$ cat src/hw/rtl/range_add_range_sum_tree_core_macros.svh
// assertion macros for the range add range sum tree core
`ifndef RANGE_ADD_RANGE_SUM_TREE_CORE_MACROS_SVH
`define RANGE_ADD_RANGE_SUM_TREE_CORE_MACROS_SVH
`ifndef SYNTHESIS
// same-cycle implication
`define RARST_ASSERT_NOW(label, clk, rst, ante, cons, msg) \
   label: assert property (@(posedge clk) disable iff (rst) (ante) |-> (cons)) \
      else $error(msg);
// next-cycle implication
`define RARST_ASSERT_NEXT(label, clk, rst, ante, cons, msg) \
   label: assert property (@(posedge clk) disable iff (rst) (ante) |=> (cons)) \
      else $error(msg);
`else
`define RARST_ASSERT_NOW(label, clk, rst, ante, cons, msg)
`define RARST_ASSERT_NEXT(label, clk, rst, ante, cons, msg)
`endif
`endif

$ cat src/hw/rtl/rarst_pkg.sv
// shared types and constants of the range add range sum tree core
`default_nettype none
package rarst_pkg;
   localparam int POS_W  = 11;
   localparam int VAL_W  = 16;
   localparam int SUM_W  = 48;
   localparam int PEND_W = 32;
   localparam int ACC_W  = 64;

   // request operation codes
   localparam logic FUNC_ADD = 1'b0;
   localparam logic FUNC_SUM = 1'b1;

   // node read select
   typedef enum logic [1:0] {
      RD_SELF,
      RD_LEFT,
      RD_RIGHT
   } rd_sel_type;

   // controller to datapath commands
   typedef struct packed {
      logic       clear;
      logic       capture;
      logic       descend;
      logic       sibling;
      logic       ascend;
      rd_sel_type rd_sel;
      logic       prod_full;
      logic       prod_part;
      logic       prod_fix;
      logic       acc_add;
      logic       wr_pend;
      logic       wr_cs;
      logic       rsp_load;
   } cmd_type;

   // datapath to controller status
   typedef struct packed {
      logic empty;
      logic disjoint;
      logic full;
      logic is_root;
      logic is_right;
      logic is_query;
      logic clr_last;
   } status_type;
endpackage
`default_nettype wire

$ cat src/hw/rtl/rarst_ctrl.sv
// controller state machine that walks the tree for one request
`default_nettype none
module rarst_ctrl (
   input  wire                  clock,
   input  wire                  reset,
   input  wire                  req_valid,
   output logic                 req_ready,
   output logic                 rsp_valid,
   input  wire                  rsp_ready,
   input  wire rarst_pkg::status_type status,
   output rarst_pkg::cmd_type    cmd
);
   import rarst_pkg::*;

   typedef enum logic [3:0] {
      ST_CLEAR,
      ST_IDLE,
      ST_START,
      ST_VISIT,
      ST_FULL_RD,
      ST_FULL_ACC,
      ST_PART_RD,
      ST_PART_ACC,
      ST_RET,
      ST_FIX_L,
      ST_FIX_R,
      ST_FIX_S,
      ST_DONE
   } state_type;

   state_type state_ff, state_in;
   logic      rsp_valid_ff, rsp_valid_in;

   assign req_ready = (state_ff == ST_IDLE);
   assign rsp_valid = rsp_valid_ff;

   // next state and commands
   always_comb begin
      state_in   = state_ff;
      cmd        = '0;
      cmd.rd_sel = RD_SELF;
      unique case (state_ff)
         ST_CLEAR: begin
            cmd.clear = 1'b1;
            if (status.clr_last) state_in = ST_IDLE;
         end
         ST_IDLE: begin
            if (req_valid) begin
               cmd.capture = 1'b1;
               state_in    = ST_START;
            end
         end
         ST_START: begin
            state_in = status.empty ? ST_DONE : ST_VISIT;
         end
         ST_VISIT: begin
            if (status.disjoint) begin
               state_in = ST_RET;
            end else if (status.full) begin
               state_in = ST_FULL_RD;
            end else if (status.is_query) begin
               state_in = ST_PART_RD;
            end else begin
               cmd.descend = 1'b1;
            end
         end
         ST_FULL_RD: begin
            if (status.is_query) begin
               cmd.prod_full = 1'b1;
               state_in      = ST_FULL_ACC;
            end else begin
               cmd.wr_pend = 1'b1;
               state_in    = ST_RET;
            end
         end
         ST_FULL_ACC: begin
            cmd.acc_add = 1'b1;
            state_in    = ST_RET;
         end
         ST_PART_RD: begin
            cmd.prod_part = 1'b1;
            state_in      = ST_PART_ACC;
         end
         ST_PART_ACC: begin
            cmd.acc_add = 1'b1;
            cmd.descend = 1'b1;
            state_in    = ST_VISIT;
         end
         ST_RET: begin
            if (status.is_root) begin
               state_in = ST_DONE;
            end else if (status.is_right) begin
               cmd.ascend = 1'b1;
               state_in   = status.is_query ? ST_RET : ST_FIX_L;
            end else begin
               cmd.sibling = 1'b1;
               state_in    = ST_VISIT;
            end
         end
         ST_FIX_L: begin
            cmd.rd_sel = RD_LEFT;
            state_in   = ST_FIX_R;
         end
         ST_FIX_R: begin
            cmd.rd_sel   = RD_RIGHT;
            cmd.prod_fix = 1'b1;
            state_in     = ST_FIX_S;
         end
         ST_FIX_S: begin
            cmd.wr_cs = 1'b1;
            state_in  = ST_RET;
         end
         ST_DONE: begin
            if (!rsp_valid_ff || rsp_ready) begin
               cmd.rsp_load = 1'b1;
               state_in     = ST_IDLE;
            end
         end
         default: state_in = ST_IDLE;
      endcase
   end

   // response valid flag
   always_comb begin
      rsp_valid_in = rsp_valid_ff;
      if (rsp_valid_ff && rsp_ready) rsp_valid_in = 1'b0;
      if (cmd.rsp_load) rsp_valid_in = 1'b1;
   end

   // state and registered outputs
   always_ff @(posedge clock) begin
      if (reset) begin
         state_ff     <= ST_CLEAR;
         rsp_valid_ff <= 1'b0;
      end else begin
         state_ff     <= state_in;
         rsp_valid_ff <= rsp_valid_in;
      end
   end
endmodule
`default_nettype wire

$ cat config.mk
export PLATFORM = sky130hd
export DESIGN_NAME = rarst_ctrl
export DESIGN_NICKNAME = d
export VERILOG_FILES = /design/src/hw/rtl/range_add_range_sum_tree_core_macros.svh /design/src/hw/rtl/rarst_pkg.sv /design/src/hw/rtl/rarst_ctrl.sv
export SDC_FILE = /design/constraint.sdc
export NUM_CORES = 1
export LEC_CHECK = 0
export BUFFER_PORTS_ARGS = -buffer_cell sky130_fd_sc_hd__buf_2
export CORE_MARGIN = 2
export CORE_UTILIZATION = 34
export CTS_CLUSTER_SIZE = 14
export DETAILED_ROUTE_END_ITERATION = 8
export PLACE_DENSITY = 0.63
export SYNTH_ARGS = -nofsm -noshare
export SYNTH_HDL_FRONTEND = slang
export SYNTH_SLANG_ARGS = --single-unit
export TNS_END_PERCENT = 5
$ cat constraint.sdc
create_clock -name clock -period 3.6 [get_ports clock]
set_clock_uncertainty 0.15 [all_clocks]
set_input_delay 0.36 -clock clock [delete_from_list [all_inputs] [get_ports clock]]
set_output_delay 0.36 -clock clock [all_outputs]
set_load 0.005 [all_outputs]
## Word level (Yosys, flattened, before mapping)

Cells that the tools add are included.
Widths: inputs -> output; s select.

- Reduce and logical (&&, ||, !) cells: 8
- Equality and inequality tests: 16
- Mux-type cells: 35

Operator list:

| operator | count |
|---|---|
| $pmux 4 s12 | 1 |
| $mux 4 | 10 |
| $eq 4x4->1 const B | 5 |
| $mux 1 | 20 |
| $eq 4x3->1 const B | 4 |
| $eq 4x2->1 const B | 2 |
| $ne 2x2->1 const B | 3 |
| $eq 4x1->1 const B | 1 |
| $logic_not 4->1 | 1 |
| $mux 2 | 2 |
| $ne 4x4->1 const B | 1 |
| $pmux 2 s2 | 1 |
| $reduce_and 4->1 | 1 |
| $reduce_or 2->1 | 2 |
| $pmux 1 s2 | 1 |
| $reduce_bool 2->1 | 1 |
| $logic_and 1x1->1 | 1 |
| $logic_not 1->1 | 1 |
| $logic_or 1x1->1 | 1 |

- Input port bits: 11
- Logic and storage cells: 61
- Register bits after elaboration: 5

## Depth between registers and ports, before layout

Gate-level depths: netlist (run 1).

- Word-level depth: 5
- Depth in mapped cells: 6
- Gate-level depth less buffers: 5

## Worst setup path before layout (run 1)

No wires, ideal clock.

- Kind: in2out
- Start: input port status[1] in the netlist's numbering
- End: output port cmd[11] in the netlist's numbering
- Required time: 3.090 ns
- Slack: 2.010 ns
- Stages: 3
- Path buffers: 0
- Arrival time: 1.080 ns
- Path through: or3_1 nor3_2 o21bai_1

RTL lines:

| item | RTL line | text |
|---|---|---|
| start, declared | rarst_ctrl.sv:10 | `input wire rarst_pkg::status_type status,` |
| end, declared | rarst_ctrl.sv:11 | `output rarst_pkg::cmd_type cmd` |

==> results of run 1 <==
[worst max-delay path: cells and delay by family (launching register included)]
kind            cells  cell delay [ns]
simple gates        2             0.51
compound gates      1             0.15
buf+inv             1             0.12
flops               1             0.65
[power by group]
group          internal (mW)  switching (mW)  total [mW]
Combinational         0.0312          0.0313      0.0625
Clock                 0.0419          0.0223      0.0642
Sequential            0.0587          0.0131      0.0718
Total                  0.132          0.0667       0.198
[final timing paths]
kind / to / from / depth (start not counted) / slack, ns
setup / recovery: cmd[11] / state_ff[0] / 4 / 1.42
hold / removal: state_ff[2] / reset / 2 / 0.19
setup reg to reg: state_ff[2] / state_ff[3] / 5 / 1.70
hold reg to reg: rsp_valid / rsp_valid / 2 / 0.44
[layer usage]
metal | part of all wire (%) | track usage, %
met5 | 0 | 0
met4 | 1.0 | 5.29
met3 | 4.6 | 3.60
met2 | 47 | 20.9
met1 | 47 | 21.9
[layout by cell type (no fill, tap or decap), drive strengths merged, types with 2 or more instances in the layout]
master	n
a2111oi	2
nand2	7
inv	3
dfxtp	5
nor3	4
o31ai	3
nor2b	2
o32ai	2
nand2b	5
nor4	4
clkbuf	4
nor2	12
buf	26
a21oi	6
[flip-flops by register name, indices dropped and copies added, names as in the netlist]
register / cells
rsp_valid: 1
state_ff: 4
[final cells by class]
type                    instances  area [um^2]  area share [%]
repair buffers                 26          130            18.5
clock buffers                   4         26.3            3.74
well taps                      16         20.0            2.85
flip-flops and latches          5          100            14.3
multi-input cells              61          414            59.0
inverters                       3         11.3            1.60
[metrics by stage]
step	instance area, um^2	hold WS, ns	power, mW
2_1_floorplan	569	0.279	0.115
3_3_place_gp	676	0.439	0.135
3_5_place_dp	676	0.443	0.135
4_1_cts	702	0.186	0.202
5_1_grt	702	0.191	0.215
6_report	702	0.188	0.198
[cells by family (layout without fill, tap and decap cells)]
| group | count (synthesis) | after routing | synth area share (%) |
|---|---|---|---|
| AO/OA/AOI/OAI | 18 | 18 | 28.6 |
| buffers and inverters | 9 | 33 | 9.67 |
| flip-flops | 5 | 5 | 17.6 |
| multiplexers | 2 | 2 | 3.74 |
| AND/OR/NAND/NOR | 41 | 41 | 40.4 |
==> impl_results.md, run 1 <==
* Post-DP HPWL at 1090 um
* Routed vias at between 600 and 700
* Worst slew pin tran at about 0.57 ns
* Crit-path max FO at 16
* Clock slew at reported path FFs at around 0.040 ns
* Vias in the first global route at a little over 500
* Clock Sinks at 5
* Setup TNS at 0 ns
* # IOs at 27
* Cell breakdown of the critical path: nand2b_1 -> nor3_2 -> o21bai_1 -> buf_2
* Die W at between 40 and 50 um
* Total congestion overflow at 0
* Finished Core Util at between 40% and 50%
* Main area contributors after synthesis: dfxtp_1 18%, nor2_1 7.9%, a21oi_1 5.3%, a2111oi_4 4.8%, o32ai_4 4.8%
* Hold crit path type: in -> reg
* Seq/Total Area, Yosys at approximately 18%
* Synth area leader: dfxtp_1
* Setup CP Type: reg -> out
* TritonCTS Buffers at 3
* CTS tree: built
* Initial DRC count at 16
* Row count at 14
* Achievable Freq at approximately 460 MHz
* Post-DR wirelength/cell at ~12 um
* Setup-failing EPs final at 0
* Layout cell share with drive strength beyond 1 at about two fifths
* Tmin final at approximately 2.2 ns
* Worst path slowest cell: dfxtp_1
* Total GRT Usage at 14.9%
* Post-CTS Setup Bufs at 0
* Fin cells at 115
* Placed Instances at between 100 and 150
* Overall die area at between 2000 and 2500 um^2
* Area of the core at 1540 um^2
* Drt via density at roughly 5.4
* RSZ-0062 raised after global routing: false
* Syn Std Cell Area at 569 um^2
* Max clock buf depth at 2
* Area growth syn-to-layout at 23.3%
* Worst Slack Setup Final at roughly 1.4 ns
* Remaining antenna violation count at 0
* Yosys Warn Count at 0
* Pwr dens at approximately 280 nW/um^2
* Crit path required time at around 3 ns
* Max incr delay on CP at roughly 0.65 ns
* Worst skew pair latency at ~0.24 ns
* I/O Buffers at 26
* Post-CTS Resized at 0
* Max Cap Viol at 0
* Ys flop type: dfxtp_1
* Async set or reset register ratio after synthesis at 0%
* Worst Path Arrival at 1.67 ns
* Hold_buf cts at 0
* Most frequent cells after synthesis: 12 x nor2_1, 7 x nand2_1, 6 x a21oi_1, 5 x dfxtp_1, 4 x nand2b_1
* Worst setup EP type: output pin
* Largest net degree at the start of global routing at 17
* Drt pass-1 iters at 4
* H-tree levels at 1
* Root Buffer: clkbuf_4
* Top-count cell post-synth: nor2_1
* Initial antenna violation count at 0
* Post-synthesis cell count at between 70 and 80
* Final critical-path share of the clock period at approximately 60%
* Die Ht at between 40 and 50 um
* Total nets after synthesis at 86
* Number of nets in the layout at ~110
* Syn_area_per_cell at roughly 7.6 um^2
* Area share of the largest cell type after synthesis at between 15 and 20%
* Place WS at approximately 1.7 ns
* Setup crit start kind: flip-flop
* # DRC at 0
* Final Slew Violations at 0
* Final WL at around 1400 um
* EDFF count, synth at 0
* Flops & latches, synth at 5
* Status: finished, final reports clean
* Slew headroom at between 60% and 70%
* Initial Util at 36.9%
* First-pass GRT wire length at about 2200 um
* Gp weighted congestion at about 0.76
* Max IR drop VDD at 0.211 mV
* Distinct cells, synth at 35
* # fillers at 175
* Ant. Diodes at 0
* Total leakage power at about 0.30 nW
* Final Hold Viols at 0
Note: power is estimated with default switching activity, not from simulation.
==> run 2, diff against run 1 <==
==> constraint.sdc (replaced) <==
create_clock -name clock -period 2.05 [get_ports clock]
set_clock_uncertainty 0.15 [all_clocks]
set_input_delay 0.205 -clock clock [delete_from_list [all_inputs] [get_ports clock]]
set_output_delay 0.205 -clock clock [all_outputs]
set_load 0.005 [all_outputs]
==> run 2 against run 1 <==
  * Wire length about the same
  * Clock power up 71%
  * Clock-buffer cell count unchanged
  * Core utilization up 1.5 points
  * Via count up 2.6%
  * Sequential power up 63%
  * First-iteration DRC count up 6.3%
  * Sequential cell count unchanged
  * Critical path type unchanged
  * Highest routed layer is now met3
==> impl_results.md, run 2 (synthesis gave the netlist of run 1 again) <==
* Status: finished, final reports clean
* Gp weighted congestion at 0.800
* Cell breakdown of the critical path: and2b_1 -> inv_2 -> nor4_1 -> buf_2
* Total leakage power at about 0.32 nW
* Total GRT Usage at 14.7%
* WP buf/inv at 2
* H-tree levels at 1
* # fillers at approximately 160
* Max IR drop VDD at around 0.29 mV
* Final WL at roughly 1400 um
* Worst skew pair latency at about 0.24 ns
* Met3 Routed Length at 63 um
* Worst slew pin tran at approximately 0.43 ns
* Area of the core at about 1500 um^2
* Crit-path max FO at 11
* Initial DRC count at 17
* # DRC at 0
* Initial Util at a little under two fifths
* Sw Pwr at around 0.12 mW
* Max reg flops at 4
* Root Buffer: clkbuf_4
* Post-CTS Setup Bufs at 0
* Setup crit start kind: flip-flop
* Post-DP HPWL at 1090 um
* Highest routed layer: met3
* Overall die area at approximately 2000 um^2
* Setup TNS at 0 ns
* Row count at 14
* Clock slew at reported path FFs at 0.04 ns
* Total congestion overflow at 0
* Highest-count cells in the layout ignoring fill and taps: 26 x buf_2, 12 x nor2_1, 7 x nand2_1
* Top reg by flops: state_ff
* Max Cap Viol at 0
* Final Hold Viols at 0
* P_int at around 0.24 mW
* Post-DR wirelength/cell at 11.5 um
* Worst path slowest cell: dfxtp_1
* RSZ-0062 raised after global routing: false
* Vias in the first global route at roughly 530
* Sw Ratio at between 30 and 40%
* Final Slew Violations at 0
* Largest net degree at the start of global routing at 13
* Drt pass-1 iters at 4
* CTS tree: built
* Hold crit path type: in -> reg
* M1 WL at roughly 620 um
* Hold_buf cts at 0
* Final instance area at roughly 720 um^2
* TritonCTS Buffers at 3
* Max incr delay on CP at ~0.56 ns
* Drt via density at 5.39
* Number of nets in the layout at approximately 110
* Clock Sinks at 5
* # IOs at 27
* Commonest non-fill, non-tap cell in the layout: buf_2
* First-pass GRT wire length at between 2000 and 2500 um
* Slew headroom at a little over two thirds
* Setup CP Type: reg -> out
* Die Ht at around 45 um
* Register area at 100 um^2
* Final critical-path share of the clock period at 90.4%
* Routed vias at between 600 and 700
* Clock power share at about 31%
* Ant. Diodes at 0
* Max clock buf depth at 2
* Post-CTS Resized at 0
* Initial antenna violation count at 0
* Crit path required time at 1.69 ns
* Delay-heaviest family, CP: flip-flops
* Die W at 44.9 um
* Combinational fraction of design power at between 30% and 40%
* Worst Path Arrival at roughly 1.5 ns
* Worst setup EP type: output pin
* Multi-input combinational cell area at ~410 um^2
* I/O Buffers at 26
* Tmin final at around 1.9 ns
* Pwr dens at 487 nW/um^2
* WHS at ~0.043 ns
* Met2 wire len at 671 um
* Sequential power share at 33.1%
* Setup-failing EPs final at 0
* Area growth syn-to-layout at 27.3%
* Achievable Freq at roughly 540 MHz
* Remaining antenna violation count at 0
* DP Area at about 700 um^2
* Layout cell share with drive strength beyond 1 at around two fifths
run 2: changes by cell type in the layout (fill, tap and decap cells not counted):
cell	delta
buf_4	+3
run 2: area by class of cell:
cell class                 count  area share (%)
timing repair buffer          29            21.1
multi-input combinational     61            57.2
tap                           16            2.76
clock buffer                   4            3.63
sequential                     5            13.8
inverter                       3            1.55
run 2: per-stage QoR:
stage / util [%] / total power, mW / setup WS, ns / cells
after floorplan: - / 0.202 / 0.491 / 75
after global placement: 45.3 / 0.245 / 0.313 / 114
after detailed placement: 45.3 / 0.245 / 0.262 / 114
after CTS: 47.0 / 0.361 / 0.186 / 118
after global routing: 47.0 / 0.381 / 0.0335 / 118
final: 47.0 / 0.353 / 0.198 / 118
run 2: power by group through the flow:
stage | logic [mW] | registers, mW | clock network, mW
final | 0.127 | 0.117 | 0.110
after global routing | 0.142 | 0.118 | 0.121
after CTS | 0.127 | 0.116 | 0.117
after detailed placement | 0.127 | 0.118 | 0
after global placement | 0.127 | 0.117 | 0
after floorplan | 0.0913 | 0.111 | 0
run 2: worst paths after layout:
check | startpoint | endpoint | slack (ns) | depth (start not counted)
max | state_ff[2] | cmd[2] | 0.20 | 4
min | reset | state_ff[2] | 0.04 | 2
max reg2reg | state_ff[3] | state_ff[3] | 0.29 | 5
min reg2reg | rsp_valid | rsp_valid | 0.45 | 2
run 2: worst register-to-register path, delay by kind of cell, from the launching register on:
kind	cells	cell delay, ns
and+or+nand+nor	2	0.35
buffers and inverters	1	0.07
DFF	1	0.53
AOI/OAI and AO/OA	2	0.54
run 2: per-layer routing:
layer	track usage, %	up-vias
li1	-	328
met1	20.0	291
met2	22.3	17
met3	2.40	0
met4	7.06	0
met5	0	-
==> run 3, diff against run 2 <==
==> constraint.sdc (replaced) <==
create_clock -name clock -period 2 [get_ports clock]
set_clock_uncertainty 0.15 [all_clocks]
set_input_delay 0.2 -clock clock [delete_from_list [all_inputs] [get_ports clock]]
set_output_delay 0.2 -clock clock [all_outputs]
set_load 0.005 [all_outputs]
==> run 3 against run 2 <==
  * Combinational power up 9%
  * Wire length up 13%
  * Global-route usage up 2.0 points
  * Cell count unchanged
  * Critical path depth up 1
  * Sequential power about the same
  * Critical path type unchanged
  * Critical endpoint is now cmd[11]
  * Largest power group unchanged
==> impl_results.md, run 3 (synthesis gave the netlist of run 1 again) <==
* Crit path required time at between 1.5 and 2 ns
* Max clock buf depth at 2
* Drt via density at 5.64
* Largest net degree at the start of global routing at 13
* Setup crit start kind: flip-flop
* Worst slew pin tran at 0.447 ns
* Routed vias at ~670
* # DRC at 0
* Initial DRC count at 7
* Area growth syn-to-layout at 27.7%
* Place WS at around 0.16 ns
* Hold_buf cts at 0
* Area of the core at roughly 1500 um^2
* Hold crit path type: in -> reg
* Crit-path max FO at 5
* I/O Buffers at 26
* Overall die area at around 2000 um^2
* Drt pass-1 iters at 4
* Hold Path End: state_ff[1]
* Setup TNS at 0 ns
* Clock Sinks at 5
* TritonCTS Buffers at 3
* Max reg flops at 4
* Post-DR wirelength/cell at 13.1 um
* Commonest non-fill, non-tap cell in the layout: buf_2
* Die Ht at 44.9 um
* Final critical-path share of the clock period at between 90% and 100%
* Gp weighted congestion at 0.812
* Total leakage power at between 0.3 and 0.4 nW
* Achievable Freq at ~540 MHz
* Final Hold Viols at 0
* Vias in the first global route at roughly 590
* Setup crit start: state_ff[0]
* Status: finished, final reports clean
* Row count at 14
* Number of nets in the layout at approximately 110
* Initial antenna violation count at 0
* H-tree levels at 1
* Worst skew pair latency at 0.24 ns
* CTS tree: built
* Tmin final at 1.86 ns
* Reg-to-reg endpoint: state_ff[2]
* Reg2Reg Depth at 5
* Clock slew at reported path FFs at 0.05 ns
* Pwr dens at approximately 510 nW/um^2
* Worst reg-to-reg setup slack at around 0.25 ns
* Post-CTS Resized at 0
* Post-DP HPWL at approximately 1200 um
* Finished Core Util at around 47%
* Fin cells at 118
* Max IR drop VDD at between 0.4 and 0.5 mV
* Final Slew Violations at 0
* Top reg by flops: state_ff
* Post-CTS Setup Bufs at 0
* R2R Path Start: state_ff[3]
* Setup CP Type: reg -> out
* Setup-failing EPs final at 0
* Hold path depth at 2
* Worst setup EP type: output pin
* Total GRT Usage at 16.6%
* Initial Util at around 37%
* Slew headroom at approximately 70%
* Remaining antenna violation count at 0
* Total congestion overflow at 0
* First-pass GRT wire length at approximately 2500 um
* HP Start: reset
* Max Cap Viol at 0
* Layout cell share with drive strength beyond 1 at between 40 and 50%
* Die W at 44.9 um
* Final WL at 1540 um
* Root Buffer: clkbuf_4
* Worst Path Arrival at 1.51 ns
* RSZ-0062 raised after global routing: false
* # IOs at 27
* Highest-count cells in the layout ignoring fill and taps: 26 x buf_2, 12 x nor2_1, 7 x nand2_1
* Power after layout at 0.374 mW
* Ant. Diodes at 0
* Placed Instances at 114
* Worst Slack Setup Final at 0.143 ns
-- run 3: critical path: stages (launching register included) --
cell and delay [ns]:
dfxtp_1 0.42, buf_4 0.18, nand2b_1 0.11, nor3_2 0.28
o21bai_1 0.15, buf_2 0.12
-- run 3: where the power goes --
| group | leakage (nW) | switching, mW | internal (mW) |
|---|---|---|---|
| registers | 0.0416 | 0.0120 | 0.106 |
| clock network | 0.0150 | 0.0414 | 0.0754 |
| logic | 0.259 | 0.0736 | 0.0659 |
-- run 3: layout make-up --
type | instances | area, um^2
repair buffers | 29 | 153
fillers | 164 | 815
clock buffers | 4 | 26.3
inverters | 3 | 11.3
well taps | 16 | 20.0
multi-input cells | 61 | 414
flip-flops and latches | 5 | 103
-- run 3: metal layers --
layer / vias to the layer above / track usage [%] / routed length [um]
li1: 330 / - / -
met5: - / 0 / 0
met1: 304 / 23.7 / 651
met2: 29 / 24.0 / 742
met3: 2 / 4.80 / 130
met4: 0 / 5.29 / 19
-- run 3: worst max path at each step --
stage | to | slack [ns]
after global placement | state_ff[2] | 0.20
after global routing | cmd[11] | 0.04
after floorplan | state_ff[3] | 0.44
after detailed placement | state_ff[2] | 0.16
final | cmd[11] | 0.14
after CTS | cmd[2] | 0.08
-- run 3: through the flow --
step | hold WS, ns | cell area (um^2)
2_1_floorplan | 0.119 | 569
3_3_place_gp | 0.282 | 698
3_5_place_dp | 0.284 | 698
4_1_cts | 0.0259 | 724
5_1_grt | 0.0356 | 727
6_report | 0.0336 | 727
